<file path="src/design/bpd_pkg.sv">
// ----------------------------------------------------------------------------
// bpd_pkg: shared types and constants for the byte-level piece decoder
// utf-8 lead decode constants, reverse byte map and queue types
// ----------------------------------------------------------------------------
package bpd_pkg;

  // request queue between front and back
  localparam int unsigned QDepth = 4;
  localparam int unsigned QPtrW  = 2;
  localparam int unsigned QCntW  = 3;

  // utf-8 lead byte classes
  localparam logic [7:0] AsciiLimit = 8'h80;
  localparam logic [7:0] Lead2Mask  = 8'hE0;
  localparam logic [7:0] Lead2Tag   = 8'hC0;
  localparam logic [7:0] Lead3Mask  = 8'hF0;
  localparam logic [7:0] Lead3Tag   = 8'hE0;
  localparam logic [7:0] Lead4Mask  = 8'hF8;
  localparam logic [7:0] Lead4Tag   = 8'hF0;
  localparam logic [7:0] Lead2Bits  = 8'h1F;
  localparam logic [7:0] Lead3Bits  = 8'h0F;
  localparam logic [7:0] Lead4Bits  = 8'h07;
  localparam logic [7:0] ContBits   = 8'h3F;

  // reverse byte map ranges
  localparam logic [20:0] PrintLo   = 21'h21;
  localparam logic [20:0] PrintHi   = 21'h7E;
  localparam logic [20:0] Latin1Lo  = 21'hA1;
  localparam logic [20:0] Latin1Hi  = 21'hAC;
  localparam logic [20:0] Latin2Lo  = 21'hAE;
  localparam logic [20:0] Latin2Hi  = 21'hFF;
  localparam logic [20:0] ShiftLo   = 21'h100;
  localparam logic [20:0] ShiftHi   = 21'h143;
  localparam logic [6:0]  CtrlCount = 7'd33;
  localparam logic [6:0]  HighCount = 7'd67;
  localparam logic [7:0]  HighBase  = 8'h5E;
  localparam logic [7:0]  SoftHyph  = 8'hAD;

  typedef struct packed {
    logic       hit;
    logic [7:0] value;
  } bpd_map_t;

  // one request: the results of one completed or cut-short sequence
  typedef struct packed {
    logic [3:0][7:0] bytes;
    logic [1:0]      last_idx;
    logic            mapped;
    logic            piece_last;
  } bpd_run_t;

  typedef struct packed {
    logic             full;
    logic             empty;
    logic [QCntW-1:0] count;
  } bpd_q_stat_t;

  function automatic bpd_map_t bpd_reverse_map(input logic [20:0] cp);
    bpd_map_t   r;
    logic [6:0] n;
    r.hit   = 1'b0;
    r.value = cp[7:0];
    n       = cp[6:0];
    if ((cp >= PrintLo && cp <= PrintHi) || (cp >= Latin1Lo && cp <= Latin1Hi) ||
        (cp >= Latin2Lo && cp <= Latin2Hi)) begin
      r.hit = 1'b1;
    end else if (cp >= ShiftLo && cp <= ShiftHi) begin
      r.hit = 1'b1;
      if (n < CtrlCount) begin
        r.value = {1'b0, n};
      end else if (n < HighCount) begin
        r.value = {1'b0, n} + HighBase;
      end else begin
        r.value = SoftHyph;
      end
    end
    return r;
  endfunction

endpackage

</file>
<file path="src/design/bpd_in_if.sv">
// ----------------------------------------------------------------------------
// bpd_in_if: input byte channel
// valid/ready handshake carrying one byte of a token piece
// ----------------------------------------------------------------------------
interface bpd_in_if;
  logic       valid;
  logic       ready;
  logic [7:0] in_byte;
  logic       piece_last;

  modport source (output valid, output in_byte, output piece_last, input ready);
  modport sink   (input valid, input in_byte, input piece_last, output ready);
endinterface

</file>
<file path="src/design/bpd_out_if.sv">
// ----------------------------------------------------------------------------
// bpd_out_if: output byte channel
// valid/ready handshake carrying one decoded byte
// ----------------------------------------------------------------------------
interface bpd_out_if;
  logic       valid;
  logic       ready;
  logic [7:0] out_byte;
  logic       was_mapped;
  logic       run_last;
  logic       piece_done;

  modport source (output valid, output out_byte, output was_mapped, output run_last,
                  output piece_done, input ready);
  modport sink   (input valid, input out_byte, input was_mapped, input run_last,
                  input piece_done, output ready);
endinterface

</file>
<file path="src/design/bpd_front.sv">
// ----------------------------------------------------------------------------
// bpd_front: utf-8 gather and reverse map lookup
// builds one request per completed or cut-short sequence
// ----------------------------------------------------------------------------
module bpd_front (
  input  logic                 clk_i,
  input  logic                 rst_ni,
  bpd_in_if.sink               in_i,
  input  bpd_pkg::bpd_q_stat_t q_stat_i,
  output logic                 push_o,
  output bpd_pkg::bpd_run_t    run_o
);
  import bpd_pkg::*;

  logic [1:0]  rem_q, rem_d;
  logic [20:0] cp_q, cp_d;
  logic [1:0]  hc_q, hc_d;
  logic [7:0]  held_q [3];

  logic        accept;
  logic [7:0]  b;
  logic [1:0]  nxt_rem;
  logic [20:0] nxt_cp;
  logic [1:0]  nxt_hc;
  logic        done;
  bpd_map_t    map;

  assign in_i.ready = !q_stat_i.full;
  assign accept     = in_i.valid && in_i.ready;
  assign b          = in_i.in_byte;

  always_comb begin
    nxt_hc = hc_q;
    if (rem_q == 2'd0) begin
      nxt_hc = 2'd0;
      if (b < AsciiLimit) begin
        nxt_cp  = {13'd0, b};
        nxt_rem = 2'd0;
      end else if ((b & Lead2Mask) == Lead2Tag) begin
        nxt_cp  = {13'd0, b & Lead2Bits};
        nxt_rem = 2'd1;
      end else if ((b & Lead3Mask) == Lead3Tag) begin
        nxt_cp  = {13'd0, b & Lead3Bits};
        nxt_rem = 2'd2;
      end else if ((b & Lead4Mask) == Lead4Tag) begin
        nxt_cp  = {13'd0, b & Lead4Bits};
        nxt_rem = 2'd3;
      end else begin
        // stray continuation or invalid lead
        nxt_cp  = 21'd0;
        nxt_rem = 2'd0;
      end
    end else begin
      nxt_cp  = {cp_q[14:0], b[5:0] & ContBits[5:0]};
      nxt_rem = rem_q - 2'd1;
    end
  end

  assign done = (nxt_rem == 2'd0) || in_i.piece_last;
  assign map  = bpd_reverse_map(nxt_cp);

  always_comb begin
    for (int i = 0; i < 3; i++) begin
      run_o.bytes[i] = (2'(i) < nxt_hc) ? held_q[i] : b;
    end
    run_o.bytes[3]    = b;
    run_o.last_idx    = nxt_hc;
    run_o.mapped      = map.hit;
    run_o.piece_last  = in_i.piece_last;
    if (map.hit) begin
      run_o.bytes[0] = map.value;
      run_o.last_idx = 2'd0;
    end
  end

  assign push_o = accept && done;

  always_comb begin
    rem_d = rem_q;
    cp_d  = cp_q;
    hc_d  = hc_q;
    if (accept) begin
      if (done) begin
        rem_d = 2'd0;
        cp_d  = 21'd0;
        hc_d  = 2'd0;
      end else begin
        rem_d = nxt_rem;
        cp_d  = nxt_cp;
        hc_d  = nxt_hc + 2'd1;
      end
    end
  end

  always_ff @(posedge clk_i or negedge rst_ni) begin
    if (!rst_ni) begin
      rem_q <= 2'd0;
      cp_q  <= 21'd0;
      hc_q  <= 2'd0;
    end else begin
      rem_q <= rem_d;
      cp_q  <= cp_d;
      hc_q  <= hc_d;
    end
  end

  always_ff @(posedge clk_i) begin
    if (accept && !done) begin
      held_q[nxt_hc] <= b;
    end
  end

endmodule

</file>
<file path="src/design/bpd_fifo.sv">
// ----------------------------------------------------------------------------
// bpd_fifo: request queue
// small register queue between the front and the back
// ----------------------------------------------------------------------------
module bpd_fifo (
  input  logic                 clk_i,
  input  logic                 rst_ni,
  input  logic                 push_i,
  input  bpd_pkg::bpd_run_t    run_i,
  input  logic                 pop_i,
  output bpd_pkg::bpd_run_t    run_o,
  output bpd_pkg::bpd_q_stat_t q_stat_o
);
  import bpd_pkg::*;

  bpd_run_t         mem_q [QDepth];
  logic [QPtrW-1:0] wr_q, wr_d;
  logic [QPtrW-1:0] rd_q, rd_d;
  logic [QCntW-1:0] cnt_q, cnt_d;

  assign run_o          = mem_q[rd_q];
  assign q_stat_o.full  = (cnt_q == QCntW'(QDepth));
  assign q_stat_o.empty = (cnt_q == '0);
  assign q_stat_o.count = cnt_q;

  always_comb begin
    wr_d  = push_i ? wr_q + 1'b1 : wr_q;
    rd_d  = pop_i ? rd_q + 1'b1 : rd_q;
    cnt_d = cnt_q;
    if (push_i && !pop_i) begin
      cnt_d = cnt_q + 1'b1;
    end else if (!push_i && pop_i) begin
      cnt_d = cnt_q - 1'b1;
    end
  end

  always_ff @(posedge clk_i or negedge rst_ni) begin
    if (!rst_ni) begin
      wr_q  <= '0;
      rd_q  <= '0;
      cnt_q <= '0;
    end else begin
      wr_q  <= wr_d;
      rd_q  <= rd_d;
      cnt_q <= cnt_d;
    end
  end

  always_ff @(posedge clk_i) begin
    if (push_i) begin
      mem_q[wr_q] <= run_i;
    end
  end

endmodule

</file>
<file path="src/design/bpd_back.sv">
// ----------------------------------------------------------------------------
// bpd_back: result sequencer
// drains the head request, whenever the receiver is ready, one output byte per cycle
// ----------------------------------------------------------------------------
module bpd_back (
  input  logic                 clk_i,
  input  logic                 rst_ni,
  input  bpd_pkg::bpd_run_t    run_i,
  input  bpd_pkg::bpd_q_stat_t q_stat_i,
  output logic                 pop_o,
  bpd_out_if.source            out_o
);
  import bpd_pkg::*;

  logic [1:0] idx_q, idx_d;
  logic       fire;
  logic       is_last;

  assign is_last          = (idx_q == run_i.last_idx);
  assign out_o.valid      = !q_stat_i.empty;
  assign out_o.out_byte   = run_i.bytes[idx_q];
  assign out_o.was_mapped = run_i.mapped;
  assign out_o.run_last   = is_last;
  assign out_o.piece_done = is_last && run_i.piece_last;

  assign fire  = out_o.valid && out_o.ready;
  assign pop_o = fire && is_last;

  always_comb begin
    idx_d = idx_q;
    if (fire) begin
      idx_d = is_last ? 2'd0 : idx_q + 2'd1;
    end
  end

  always_ff @(posedge clk_i or negedge rst_ni) begin
    if (!rst_ni) begin
      idx_q <= 2'd0;
    end else begin
      idx_q <= idx_d;
    end
  end

endmodule

</file>
<file path="src/design/byte_level_bpe_piece_decoder.sv">
// a result is written into the request queue and offered once it is at the queue head
// throughput: one input byte per cycle while the four-entry request queue has room
// output: one result byte per cycle while ready; a passthrough is sent byte by byte
// reset: asynchronous active low, clears sequence state, queue pointers and sequencer
// held bytes and queue payload are not reset
// ----------------------------------------------------------------------------
// byte_level_bpe_piece_decoder: byte-level bpe piece decoder
// gathers utf-8 sequences, maps codepoints back to raw bytes or passes them
// ----------------------------------------------------------------------------
module byte_level_bpe_piece_decoder (
  input  logic      clk_i,
  input  logic      rst_ni,
  bpd_in_if.sink    in_i,
  bpd_out_if.source out_o
);
  import bpd_pkg::*;

  // front to queue
  logic        push;
  bpd_run_t    run_new;
  // queue to back
  logic        pop;
  bpd_run_t    run_head;
  bpd_q_stat_t q_stat;

  // front: lead decode, codepoint gather, reverse lookup
  bpd_front u_front (
    .clk_i    (clk_i),
    .rst_ni   (rst_ni),
    .in_i     (in_i),
    .q_stat_i (q_stat),
    .push_o   (push),
    .run_o    (run_new)
  );

  // queue of pending requests, decouples input from output stalls
  bpd_fifo u_fifo (
    .clk_i    (clk_i),
    .rst_ni   (rst_ni),
    .push_i   (push),
    .run_i    (run_new),
    .pop_i    (pop),
    .run_o    (run_head),
    .q_stat_o (q_stat)
  );

  // back: walks the head request one byte at a time
  bpd_back u_back (
    .clk_i    (clk_i),
    .rst_ni   (rst_ni),
    .run_i    (run_head),
    .q_stat_i (q_stat),
    .pop_o    (pop),
    .out_o    (out_o)
  );

`ifndef ASSERT_OFF
  // queue occupancy stays within its depth
  a_q_bound: assert property (@(posedge clk_i) disable iff (!rst_ni)
    q_stat.count <= QCntW'(QDepth))
    else $error("request queue overflow");

  // occupancy follows push and pop
  a_q_push: assert property (@(posedge clk_i) disable iff (!rst_ni)
    (push && !pop) |=> (q_stat.count == $past(q_stat.count) + 3'd1))
    else $error("queue count missed a push");

  a_q_pop: assert property (@(posedge clk_i) disable iff (!rst_ni)
    (pop && !push) |=> (q_stat.count == $past(q_stat.count) - 3'd1))
    else $error("queue count missed a pop");

  // end of piece only on the final byte of a request
  a_done_last: assert property (@(posedge clk_i) disable iff (!rst_ni)
    (out_o.valid && out_o.piece_done) |-> out_o.run_last)
    else $error("piece end without request end");
`endif

endmodule

</file>
<file path="src/flat_wrapper.sv">
// flat-port wrapper written by rule: the top's interface ports become plain ports
module byte_level_bpe_piece_decoder_flat import bpd_pkg::*;
  (clk_i, rst_ni, in_i_valid, in_i_in_byte, in_i_piece_last, in_i_ready, out_o_valid, out_o_out_byte, out_o_was_mapped, out_o_run_last, out_o_piece_done, out_o_ready);
  bpd_in_if in_i_i ();
  bpd_out_if out_o_i ();
  input  logic clk_i;
  input  logic rst_ni;
  input wire logic [$bits(in_i_i.valid)-1:0] in_i_valid;
  input wire logic [$bits(in_i_i.in_byte)-1:0] in_i_in_byte;
  input wire logic [$bits(in_i_i.piece_last)-1:0] in_i_piece_last;
  output wire logic [$bits(in_i_i.ready)-1:0] in_i_ready;
  output wire logic [$bits(out_o_i.valid)-1:0] out_o_valid;
  output wire logic [$bits(out_o_i.out_byte)-1:0] out_o_out_byte;
  output wire logic [$bits(out_o_i.was_mapped)-1:0] out_o_was_mapped;
  output wire logic [$bits(out_o_i.run_last)-1:0] out_o_run_last;
  output wire logic [$bits(out_o_i.piece_done)-1:0] out_o_piece_done;
  input wire logic [$bits(out_o_i.ready)-1:0] out_o_ready;
  assign in_i_i.valid = in_i_valid;
  assign in_i_i.in_byte = in_i_in_byte;
  assign in_i_i.piece_last = in_i_piece_last;
  assign in_i_ready = in_i_i.ready;
  assign out_o_valid = out_o_i.valid;
  assign out_o_out_byte = out_o_i.out_byte;
  assign out_o_was_mapped = out_o_i.was_mapped;
  assign out_o_run_last = out_o_i.run_last;
  assign out_o_piece_done = out_o_i.piece_done;
  assign out_o_i.ready = out_o_ready;
  byte_level_bpe_piece_decoder u_core (.clk_i(clk_i), .rst_ni(rst_ni), .in_i(in_i_i), .out_o(out_o_i));
endmodule
</file>
<file path="config.mk">
export PLATFORM = sky130hd
export DESIGN_NAME = byte_level_bpe_piece_decoder_flat
export DESIGN_NICKNAME = d
export VERILOG_FILES = /design/src/design/bpd_pkg.sv /design/src/design/bpd_in_if.sv /design/src/design/bpd_out_if.sv /design/src/design/bpd_front.sv /design/src/design/bpd_fifo.sv /design/src/design/bpd_back.sv /design/src/design/byte_level_bpe_piece_decoder.sv /design/src/flat_wrapper.sv
export SDC_FILE = /design/constraint.sdc
export NUM_CORES = 1
export LEC_CHECK = 0
export ABC_CLOCK_PERIOD_IN_PS = 3550
export BUFFER_PORTS_ARGS = -buffer_cell sky130_fd_sc_hd__buf_2
export CAP_MARGIN = 20
export CELL_PAD_IN_SITES_DETAIL_PLACEMENT = 1
export CELL_PAD_IN_SITES_GLOBAL_PLACEMENT = 1
export CORE_ASPECT_RATIO = 0.7
export CORE_MARGIN = 5
export CORE_UTILIZATION = 45
export DETAILED_ROUTE_END_ITERATION = 7
export PLACE_DENSITY = 0.8
export RECOVER_POWER = 25
export SLEW_MARGIN = 20
export SYNTH_ARGS = -nofsm -noshare
export SYNTH_HDL_FRONTEND = slang
export SYNTH_HIERARCHICAL = 1
export SYNTH_SLANG_ARGS = --single-unit
</file>
<file path="constraint.sdc">
create_clock -name clk_i -period 3.55 [get_ports clk_i]
set_input_delay 0.355 -clock clk_i [delete_from_list [all_inputs] [get_ports clk_i]]
set_output_delay 0.355 -clock clk_i [all_outputs]
set_load 0.05 [all_outputs]
</file>
# After elaboration in Yosys (flattened, before gate mapping)
# Memory sizes are Yosys's and may differ from the RTL's.
# Index checks and enable logic that the tools add are counted.
# word_totals
rom_bits,0
n_memories,2
mem_bits_rw,168
inputBits,13
latch_bits,0
ff_bits,28
# classes
magnitude_cmp,15
n_reduce_logical,24
shifts,0
n_div,0
n_mux,32
n_mul,0
addsub,8
bitwise_logic,0
n_eq_ne,5
# mem_list
name,depth,width,read_ports,rd_ports_with_merged_regs,wr,line_no,rtl
u_core.u_fifo.mem_q,4,36,1,0,1,bpd_fifo.sv:16,bpd_run_t mem_q [QDepth];
u_core.u_front.held_q,3,8,3,0,1,bpd_front.sv:18,logic [7:0] held_q [3];
# ops
op,count
$mux 8,7
$ge 21x8->1 const B,2
$le 21x8->1 const B,2
$mux 21,2
$ge 21x6->1 const B,1
$ge 21x9->1 const B,1
$le 21x7->1 const B,1
$le 21x9->1 const B,1
$mux 2,9
$bmux 8 s2,1
$mux 15,1
$logic_and 1x1->1,12
$mux 10,1
$mux 3,3
$mux 9,1
$add 2x1->2 const B,4
$add 7x7->8 const B,1
$lt 8x8->1 const B,1
$lt 7x6->1 const B,1
$lt 7x7->1 const B,1
$eq 3x3->1 const B,2
$eq 5x5->1 const B,1
$logic_not 1->1,5
$mux 1,5
other kinds (14),18

# Depth between registers and ports, before layout
# Gate-level depths: netlist (run 1).
# depth
ltp_word,13
depth_mapped,15
depth_no_buf,13

# Cells and area by module
# Netlist (run 1), hierarchy kept.
# modules_own_cells
mod,instances,seq_area_each_um2,area_per_inst_um2,cells_per_inst
bpd_fifo,1,4499.3,5604.1,222
bpd_front,1,1196.1,2728.9,279
bpd_back,1,50.0,371.6,28

# Worst setup path after synthesis (run 1)
# OpenSTA, ideal clock, no wires.
# synth_timing
kind,input port to flip-flop
start,input port in_i_in_byte[4]
end,memory u_core/u_fifo/mem_q[0][9] in the netlist's numbering (data pin)
cell_stages,15
setup_slack_ps,351
setup_time_ps,292
path_buffers,2
arrival_ps,2906
required_time_ps,3258
path_cell_list,buf_2 -> and2_1 -> o211ai_2 -> nand2_1 -> inv_1 -> ha_1 -> and2_1 -> nand2_1 -> nor4_1 -> o22ai_1 -> nand2b_1 -> or3b_4 -> buf_6 -> a2111oi_2 -> a221oi_1
# synth_rtl
item,line_no,rtl
"start, declared",flat_wrapper.sv:9,input wire logic [$bits(in_i_i.in_byte)-1:0] in_i_in_byte;
"end, declared",bpd_fifo.sv:16,

==> results.json, run 1 <==
{
  "status": "finished, violations left",
  "violations": "capacitance limit, slew limit",
  "arrival_ns": 3.55,
  "route.vias.total": 4803,
  "synth_seq_area_share_pct": 66.0,
  "rsz0062_at_grt": "false",
  "overflow": 0,
  "p_per_area_mw_per_mm2": 777,
  "routed_wl_mm": 19.9,
  "die_h_um": 126,
  "area_growth_pct": 10.8,
  "syn_avg_cell_area_um2": 16.5,
  "fin_crit_sh_pct": 95.0,
  "ff2ff_path_depth": 11,
  "synth_cell_type_count": 69,
  "clock_sinks": 196,
  "hold_end": "u_core/u_fifo/mem_q[2][34]",
  "clkTransAtPathRegs_ns": 0.07,
  "grt_pass1_wl_mm": 31.1,
  "pin_count": 26,
  "synthCells": 529,
  "post-route-util_pct": 50.9,
  "wire_per_inst_um": 23.6,
  "fin_skew_ns": 0.0108,
  "setup_viol": 0,
  "syn_nets": 556,
  "reg2reg_slack_ns": 0.18,
  "p_seq_share_pct": 41.5,
  "cts_root_buf": "clkbuf_16",
  "cts_buffers": 17,
  "comb_power_share_pct": 33.7,
  "peakVddDrop_mv": 0.465,
  "path_delay_family": "simple AND/OR/NAND/NOR gates",
  "fin_ws_ns": 0.178,
  "core_area_mm2": 0.0190,
  "critPathBufInv": 1,
  "critPathLaunchType": "register",
  "clkPwrFrac_pct": 24.8,
  "antenna_left": 0,
  "slowest_delay_ns": 0.50,
  "r2r_end": "u_core/u_fifo/mem_q[0][4]",
  "cp.required_ns": 3.73,
  "synthArstFlopShare_pct": 14.3,
  "tritoncts": "yes",
  "synth_area_mm2": 0.00870,
  "grt_start_max_net_pins": 37,
  "p_sw_uw": 2630,
  "grt_use_total_pct": 18.8,
  "p_leak_uw": 0.00335,
  "synth_flop_cell": "edfxtp_1",
  "min_path_cells": 1,
  "ys_ff_latch": 196,
  "slew_viol_final": 29,
  "num_rows": 42,
  "maxSlewHeadroom_pct": -6.59,
  "first_global_vias": 5139,
  "diodes": 0,
  "path_max_fanout": 13,
  "final_common_cell": "edfxtp_1",
  "finalCriticalPeriod_ns": 3.37,
  "final_nets": 590,
  "dr.first_iter.drc_count": 498,
  "hold_path_class": "in2reg",
  "cp_common_cell": "nand2_1",
  "layout_common_cells": "edfxtp_1 (168), mux4_2 (41), nand2_1 (41), dfrtp_1 (27), buf_4 (21)",
  "swShare_pct": 35.0,
  "dpl_worst_slack_ns": -0.00300,
  "clock_latency_ns": 0.44,
  "yosysWarnings": 6,
  "antenna_found_initial": 0,
  "final_hold_viol_count": 0,
  "synth_enable_flop_cells": 168,
  "worst_pin_slew_ns": 1.60,
  "hpwl_mm": 13.6,
  "dieArea_mm2": 0.0223,
  "firstDrtPassIters": 5,
  "maxCapViolCount": 1,
  "path_class": "reg2reg",
  "portBuffers": 25,
  "path_cells": "nor3b_4, o211ai_2, nand2_1, buf_4, ha_1, nand2_1, nor2_1, a21oi_1, or3b_4, or2_1, o21a_1",
  "reg2reg_from": "u_core/u_front/rem_q[1]",
  "cts_max_level": 4,
  "p_int_uw": 4870,
  "drive_gt1_share_pct": 24.3,
  "clk_path_buf_depth": 2,
  "end_kind": "register",
  "vias_per_cell": 5.72,
  "min_from": "in_i_in_byte[6]",
  "drc_errors": 0,
  "cp_slowest_cell": "or3b_4",
  "start_util_pct": 45.9,
  "die_w_um": 176,
  "gp_congestion": 0.973,
  "timing.fmax_mhz": 297
}
-- sequential cells by signal (all words and copies together) (netlist names) --
name,count
u_core/u_fifo/rd_q,2
u_core/u_back/idx_q,2
u_core/u_front/rem_q,2
u_core/u_front/held_q,24
u_core/u_front/cp_q,15
u_core/u_front/hc_q,2
u_core/u_fifo/mem_q,144
u_core/u_fifo/cnt_q,3
u_core/u_fifo/wr_q,2
-- power by group through the flow --
stage	logic, uW	registers, uW	clock network [uW]
after floorplan	2040	3080	0
after global placement	2500	3130	0
after detailed placement	2560	3170	0
after CTS	2580	3120	1900
after global routing	2710	3140	2010
final	2530	3110	1860
-- repair_timing --
item,CTS,global route
setup buffers,0,0
gates resized for setup,0,5
endpoints found under the setup margin,0,20
hold endpoints to repair,28,0
hold buffers,1,0
-- layout make-up --
cell class / count / area [um^2]
multi-input combinational: 275 / 2630
clock inverter: 12 / 128
tap: 264 / 330
fill: 1814 / 9320
timing repair buffer: 54 / 308
sequential: 196 / 5750
inverter: 19 / 71.3
clock buffer: 20 / 437
-- cells by family (layout without fill, tap and decap cells) --
kind of cell               Yosys count  after routing  synth area share, %
adders and majority gates           14             14                 2.10
DFF                                196            196                 66.0
muxes                               60             60                 13.5
AOI/OAI and AO/OA                   82             82                 6.76
buffers and inverters               58            105                 4.01
and+or+nand+nor                    111            111                 6.71
xor gates and xnor gates             8              8                0.891
-- synthesized netlist by cell type, drive strengths merged, types with 3 or more instances --
master  number  area [um^2]
o21ai       21          109
ha          13          163
a21o         3         22.5
edfxtp     168         5040
nor3b        4         40.0
nor3         7         35.0
buf         30          244
nor2b        4         25.0
a22o         8         70.1
clkbuf       9         33.8
nand2b       4         25.0
o21a         3         22.5
mux4        44         1000
a31oi        6         37.5
mux2i        4         40.0
inv         19         71.3
nor4         5         31.3
mux2        12          135
nand3        5         25.0
o31ai        9         72.6
o22ai        3         25.0
xor2         6         60.1
or2          7         43.8
dfrtp       28          701
nand2       41          154
and2        10         62.6
a21oi        8         40.0
nor2        12         47.6
-- how the worst max path moves through the flow --
stage	from	to	slack, ns	cells after the start
6_report	u_core/u_front/rem_q[1]	u_core/u_fifo/mem_q[0][4]	0.18	11
5_1_grt	in_i_in_byte[6]	u_core/u_fifo/mem_q[3][4]	0.009	14
4_1_cts	u_core/u_front/rem_q[1]	u_core/u_fifo/mem_q[1][6]	0.08	11
3_5_place_dp	in_i_in_byte[3]	u_core/u_fifo/mem_q[1][6]	-0.003	14
3_3_place_gp	in_i_in_byte[3]	u_core/u_fifo/mem_q[2][6]	0.19	14
2_1_floorplan	in_i_in_byte[4]	u_core/u_fifo/mem_q[0][9]	0.35	15
-- metrics by stage --
step	instance area, um^2	total power (uW)	hold slack (ns)	TNS, ns	std cells
global route	9650	7860	0.342	0	840
CTS	9670	7600	0.218	0	840
floorplan	8700	5120	0.0594	0	529
global placement	9100	5630	0.405	0	807
finish	9650	7500	0.318	0	840
detailed placement	9100	5730	0.425	-0.0119	807
-- routing by layer --
layer / track usage (%) / part of all wire [%] / up-vias
met5: 0 / 0 / -
met4: 5.13 / 0.96 / 0
met3: 4.49 / 5.5 / 16
met2: 29.9 / 48 / 116
met1: 26.2 / 45 / 2547
li1: - / - / 2124
-- worst register-to-register path: cells and delay by family, from the launching register on --
kind / cells / cell delay, ns
flip-flops: 1 / 0.48
AND/OR/NAND/NOR: 6 / 1.62
AO/OA/AOI/OAI: 3 / 0.54
buffers and inverters: 1 / 0.17
adder cells (fa/ha/maj): 1 / 0.30
(Power assumes the default switching activity.)
==> inputs of run 2 (changes only) <==
--- a/config.mk
+++ b/config.mk
@@ -5,13 +5,13 @@
 export SDC_FILE = /design/constraint.sdc
 export NUM_CORES = 1
 export LEC_CHECK = 0
-export ABC_CLOCK_PERIOD_IN_PS = 3550
-export BUFFER_PORTS_ARGS = -buffer_cell sky130_fd_sc_hd__buf_2
+export ABC_CLOCK_PERIOD_IN_PS = 3870
+export BUFFER_PORTS_ARGS = -buffer_cell sky130_fd_sc_hd__clkbuf_2
 export CAP_MARGIN = 20
 export CELL_PAD_IN_SITES_DETAIL_PLACEMENT = 1
 export CELL_PAD_IN_SITES_GLOBAL_PLACEMENT = 1
 export CORE_ASPECT_RATIO = 0.7
-export CORE_MARGIN = 5
+export CORE_MARGIN = 1
 export CORE_UTILIZATION = 45
 export DETAILED_ROUTE_END_ITERATION = 7
 export PLACE_DENSITY = 0.8
==> constraint.sdc (replaced) <==
create_clock -name clk_i -period 3.87 [get_ports clk_i]
set_input_delay 0.387 -clock clk_i [delete_from_list [all_inputs] [get_ports clk_i]]
set_output_delay 0.387 -clock clk_i [all_outputs]
set_load 0.05 [all_outputs]
==> run 2 against run 1 <==
  * The flow still finishes with violations (capacitance limit, slew limit)
  * Utilization down 0.18 points
  * Cell area down 0.62%
  * Clock power down 5%
  * Worst setup slack better by 0.19 ns
  * Total power down 7.4%
  * Critical path type is now reg2out
  * Critical endpoint is now out_o_out_byte[6]
==> results.json, run 2 (synthesis gave the netlist of run 1 again) <==
{
  "wire_per_inst_um": 25.7,
  "clock_latency_ns": 0.44,
  "setup_viol": 0,
  "path_class": "reg2out",
  "antenna_left": 0,
  "portBuffers": 25,
  "violations": "capacitance limit, slew limit",
  "drive_gt1_share_pct": 24.0,
  "end_kind": "output port",
  "cts_root_buf": "clkbuf_16",
  "hold_path_class": "in2async",
  "diodes": 0,
  "largest_registers": "u_core/u_fifo/mem_q x144, u_core/u_front/held_q x24, u_core/u_front/cp_q x15",
  "peakVddDrop_mv": 0.499,
  "cts_max_level": 4,
  "r2r_end": "u_core/u_fifo/mem_q[1][11]",
  "routed_wl_mm": 20.8,
  "vias_per_cell": 6.00,
  "core_area_mm2": 0.0189,
  "timing.fmax_mhz": 285,
  "drc_errors": 0,
  "gp_congestion": 0.935,
  "p_leak_uw": 0.00335,
  "maxSlewHeadroom_pct": -4.86,
  "postCtsSetupRepairBufs": 0,
  "fin_crit_sh_pct": 90.6,
  "p_total_uw": 6950,
  "slew_viol_final": 29,
  "grt_start_max_net_pins": 37,
  "dieArea_mm2": 0.0199,
  "layout_common_cells": "edfxtp_1 (168), mux4_2 (41), nand2_1 (41), dfrtp_1 (28)",
  "reg2reg_slack_ns": 0.41,
  "hpwl_mm": 13.3,
  "p_per_area_mw_per_mm2": 725,
  "cts_buffers": 17,
  "cp.required_ns": 3.48,
  "finalCriticalPeriod_ns": 3.50,
  "final_nets": 584,
  "fin_skew_ns": 0.0156,
  "arrival_ns": 3.12,
  "ctsResizeCount": 0,
  "overflow": 0,
  "grt_pass1_wl_mm": 32.0,
  "rsz0062_at_grt": "false",
  "critPathLaunchType": "register",
  "grt_use_total_pct": 22.4,
  "cts_hold_buffers": 0,
  "largest_reg_flops": 144,
  "path_max_fanout": 33,
  "die_h_um": 118,
  "pin_count": 26,
  "start_util_pct": 46.0,
  "tritoncts": "yes",
  "tns_ns": 0,
  "status": "finished, violations left",
  "clk_path_buf_depth": 2,
  "area_growth_pct": 10.1,
  "reg2reg_from": "u_core/u_front/rem_q[0]",
  "maxCapViolCount": 1,
  "antenna_found_initial": 0,
  "clock_sinks": 196,
  "dr.first_iter.drc_count": 335,
  "num_rows": 42,
  "regMostFlops": "u_core/u_fifo/mem_q",
  "hold_slack_ns": 0.331,
  "worst_pin_slew_ns": 1.57,
  "first_global_vias": 5237,
  "ff2ff_path_depth": 13,
  "n_fill_cell": 1791,
  "final_hold_viol_count": 0,
  "firstDrtPassIters": 4,
  "die_w_um": 168,
  "route.vias.total": 4871,
  "final_common_cell": "edfxtp_1",
  "clkTransAtPathRegs_ns": 0.08
}
==> run 2: worst max path at each step <==
stage                     startpoint                         to  slack, ns  cells after the start
6_report       u_core/u_fifo/rd_q[0]          out_o_out_byte[6]       0.37                      4
2_1_floorplan        in_i_in_byte[4]  u_core/u_fifo/mem_q[0][9]       0.64                     15
4_1_cts        u_core/u_fifo/rd_q[0]          out_o_out_byte[6]       0.42                      4
5_1_grt        u_core/u_fifo/rd_q[0]          out_o_out_byte[1]       0.16                      4
3_3_place_gp         in_i_in_byte[5]  u_core/u_fifo/mem_q[0][4]       0.43                     14
3_5_place_dp         in_i_in_byte[5]  u_core/u_fifo/mem_q[1][4]       0.26                     14
==> run 2: power breakdown <==
group          total (uW)  internal, uW  switching [uW]  leakage (uW)
logic                2300           853            1450       0.00116
registers            2870          2700             171       0.00191
clock network        1770           925             848      0.000287
==> run 2: final cells by class <==
cell class | count | area, um^2 | share of cell area [%]
well taps | 242 | 303 | 3.16
repair buffers | 48 | 270 | 2.82
clock inverters | 13 | 155 | 1.62
flip-flops and latches | 196 | 5750 | 59.9
inverters | 19 | 71.3 | 0.744
clock buffers | 19 | 433 | 4.52
multi-input cells | 275 | 2610 | 27.2
==> run 2: through the flow <==
| step | area, um^2 | utilization, % | instances | setup WS [ns] |
|---|---|---|---|---|
| finish | 9590 | 50.7 | 812 | 0.366 |
| global route | 9590 | 50.7 | 812 | 0.159 |
| CTS | 9620 | 50.9 | 812 | 0.421 |
| detailed placement | 9030 | 47.7 | 780 | 0.256 |
| global placement | 9030 | 47.7 | 780 | 0.431 |
| floorplan | 8700 | - | 529 | 0.639 |
==> run 2: metal layers <==
layer  track usage (%)  vias up  wire, um
li1                  -     2110         -
met4              5.85        0       211
met3              4.29       17      1260
met1              32.1     2600      9660
met2              35.4      144      9720
met5                 0        -         0
==> run 2: critical path, cell delays in order (launching register included) <==
cell	delay (ns)
dfrtp_1	0.56
buf_4	0.65
mux4_2	0.63
mux4_2	0.53
clkbuf_2	0.26
==> inputs of run 3 (changes only) <==
--- a/config.mk
+++ b/config.mk
@@ -5,13 +5,13 @@
 export SDC_FILE = /design/constraint.sdc
 export NUM_CORES = 1
 export LEC_CHECK = 0
-export ABC_CLOCK_PERIOD_IN_PS = 3870
+export ABC_CLOCK_PERIOD_IN_PS = 3800
 export BUFFER_PORTS_ARGS = -buffer_cell sky130_fd_sc_hd__clkbuf_2
 export CAP_MARGIN = 20
 export CELL_PAD_IN_SITES_DETAIL_PLACEMENT = 1
 export CELL_PAD_IN_SITES_GLOBAL_PLACEMENT = 1
 export CORE_ASPECT_RATIO = 0.7
-export CORE_MARGIN = 1
+export CORE_MARGIN = 2
 export CORE_UTILIZATION = 45
 export DETAILED_ROUTE_END_ITERATION = 7
 export PLACE_DENSITY = 0.8
==> constraint.sdc (replaced) <==
create_clock -name clk_i -period 3.8 [get_ports clk_i]
set_input_delay 0.38 -clock clk_i [delete_from_list [all_inputs] [get_ports clk_i]]
set_output_delay 0.38 -clock clk_i [all_outputs]
set_load 0.05 [all_outputs]
==> run 3 against run 2 <==
  * First-iteration DRC count rose by 43%
  * Critical path type unchanged
  * Sequential power grew 1%
  * Hold slack got worse by 0.0026 ns
  * Clock skew fell by 0.0017 ns
  * Sequential share of layout area down 0.21 points
  * Non-clock buffer count up 1
  * Wire length decreased by 4.7%
  * The flow still finishes with violations (capacitance limit, slew limit)
==> results.json, run 3 (synthesis gave the netlist of run 1 again) <==
{
  "die_h_um": 120,
  "end_kind": "output port",
  "largest_registers": "u_core/u_fifo/mem_q x144, u_core/u_front/held_q x24, u_core/u_front/cp_q x15",
  "regMostFlops": "u_core/u_fifo/mem_q",
  "tritoncts": "yes",
  "hold_path_class": "in2async",
  "wire_per_inst_um": 24.4,
  "vias_per_cell": 5.94,
  "peakVddDrop_mv": 0.389,
  "tns_ns": 0,
  "grt_pass1_wl_mm": 30.8,
  "status": "finished, violations left",
  "gp_congestion": 0.923,
  "path_class": "reg2out",
  "core_area_mm2": 0.0189,
  "largest_reg_flops": 144,
  "reg2reg_from": "u_core/u_front/rem_q[0]",
  "cts_root_buf": "clkbuf_16",
  "hpwl_mm": 13.1,
  "clkTransAtPathRegs_ns": 0.08,
  "maxSlewHeadroom_pct": -4.85,
  "drive_gt1_share_pct": 24.2,
  "n_fill_cell": 1799,
  "startpoint": "u_core/u_fifo/rd_q[0]",
  "final_nets": 585,
  "pin_count": 26,
  "fin_area_mm2": 0.00962,
  "r2r_end": "u_core/u_fifo/mem_q[1][6]",
  "final_hold_viol_count": 0,
  "worst_pin_slew_ns": 1.57,
  "overflow": 0,
  "fin_crit_sh_pct": 91.3,
  "ff2ff_path_depth": 13,
  "cts_hold_buffers": 0,
  "diodes": 0,
  "setup_viol": 0,
  "antenna_left": 0,
  "antenna_found_initial": 0,
  "firstDrtPassIters": 6,
  "finalCriticalPeriod_ns": 3.47,
  "clk_path_buf_depth": 2,
  "p_leak_uw": 0.00336,
  "routed_wl_mm": 19.9,
  "hold_slack_ns": 0.328,
  "route.vias.total": 4832,
  "dieArea_mm2": 0.0205,
  "clock_latency_ns": 0.44,
  "portBuffers": 25,
  "start_util_pct": 46.0,
  "path_max_fanout": 32,
  "final_common_cell": "edfxtp_1",
  "p_per_area_mw_per_mm2": 735,
  "ctsResizeCount": 0,
  "place_area_mm2": 0.00905,
  "arrival_ns": 3.09,
  "drc_errors": 0,
  "first_global_vias": 5151,
  "fin_skew_ns": 0.0139,
  "area_growth_pct": 10.5,
  "cts_max_level": 4,
  "maxCapViolCount": 1,
  "die_w_um": 170,
  "cts_buffers": 17,
  "timing.fmax_mhz": 288,
  "cp.required_ns": 3.42,
  "rsz0062_at_grt": "false",
  "num_rows": 42,
  "postCtsSetupRepairBufs": 0,
  "grt_use_total_pct": 20.8,
  "slew_viol_final": 29,
  "reg2reg_slack_ns": 0.45,
  "violations": "capacitance limit, slew limit",
  "dr.first_iter.drc_count": 479,
  "critPathLaunchType": "register",
  "layout_common_cells": "edfxtp_1 (168), mux4_2 (41), nand2_1 (41), dfrtp_1 (28), inv_1 (19)",
  "clock_sinks": 196,
  "grt_start_max_net_pins": 37
}
-- run 3: changes by cell type in the layout (fill, tap and decap cells not counted), sizes merged --
cell,delta
inv,-2
clkinvlp,+2
clkbuf,-1
clkinv,+2
-- run 3: worst max-delay path: stages (launching register included) --
cell      delay [ns]
dfrtp_1         0.56
buf_4           0.64
mux4_2          0.63
mux4_2          0.53
clkbuf_2        0.27
-- run 3: layout make-up --
type,instances,area [um^2],share of cell area (%)
Multi-Input combinational cell,275,2610,27.1
Timing Repair Buffer,49,289,3.00
Tap cell,242,303,3.15
Inverter,19,71.3,0.741
Clock buffer,17,425,4.42
Sequential cell,196,5750,59.7
Clock inverter,15,181,1.89
-- run 3: per-stage QoR --
stage	setup WS, ns	utilization, %	total power [uW]	instances
after floorplan	0.576	-	4780	529
after global placement	0.310	47.8	5250	781
after detailed placement	0.106	47.8	5330	781
after CTS	0.378	51.0	7150	813
after global routing	0.0713	50.9	7380	813
final	0.330	50.9	7070	813
-- run 3: layer usage --
metal,vias up,share of wire (%),GRT usage [%]
met2,134,46,31.6
met5,-,0,0
met4,0,1.1,6.20
met3,17,5.3,4.81
met1,2566,47,30.3
li1,2115,-,-
-- run 3: worst max path at each step --
| stage | depth (start not counted) | end |
|---|---|---|
| 6_report | 4 | out_o_out_byte[6] |
| 5_1_grt | 14 | u_core/u_fifo/mem_q[1][6] |
| 4_1_cts | 4 | out_o_out_byte[6] |
| 3_5_place_dp | 14 | u_core/u_fifo/mem_q[1][6] |
| 3_3_place_gp | 14 | u_core/u_fifo/mem_q[0][4] |
| 2_1_floorplan | 15 | u_core/u_fifo/mem_q[0][9] |
-- run 3: power breakdown --
part | total (uW) | leakage (uW) | switching, uW | internal (uW)
Sequential | 2910 | 0.00191 | 167 | 2750
Clock | 1820 | 0.000290 | 875 | 945
Combinational | 2340 | 0.00117 | 1460 | 872
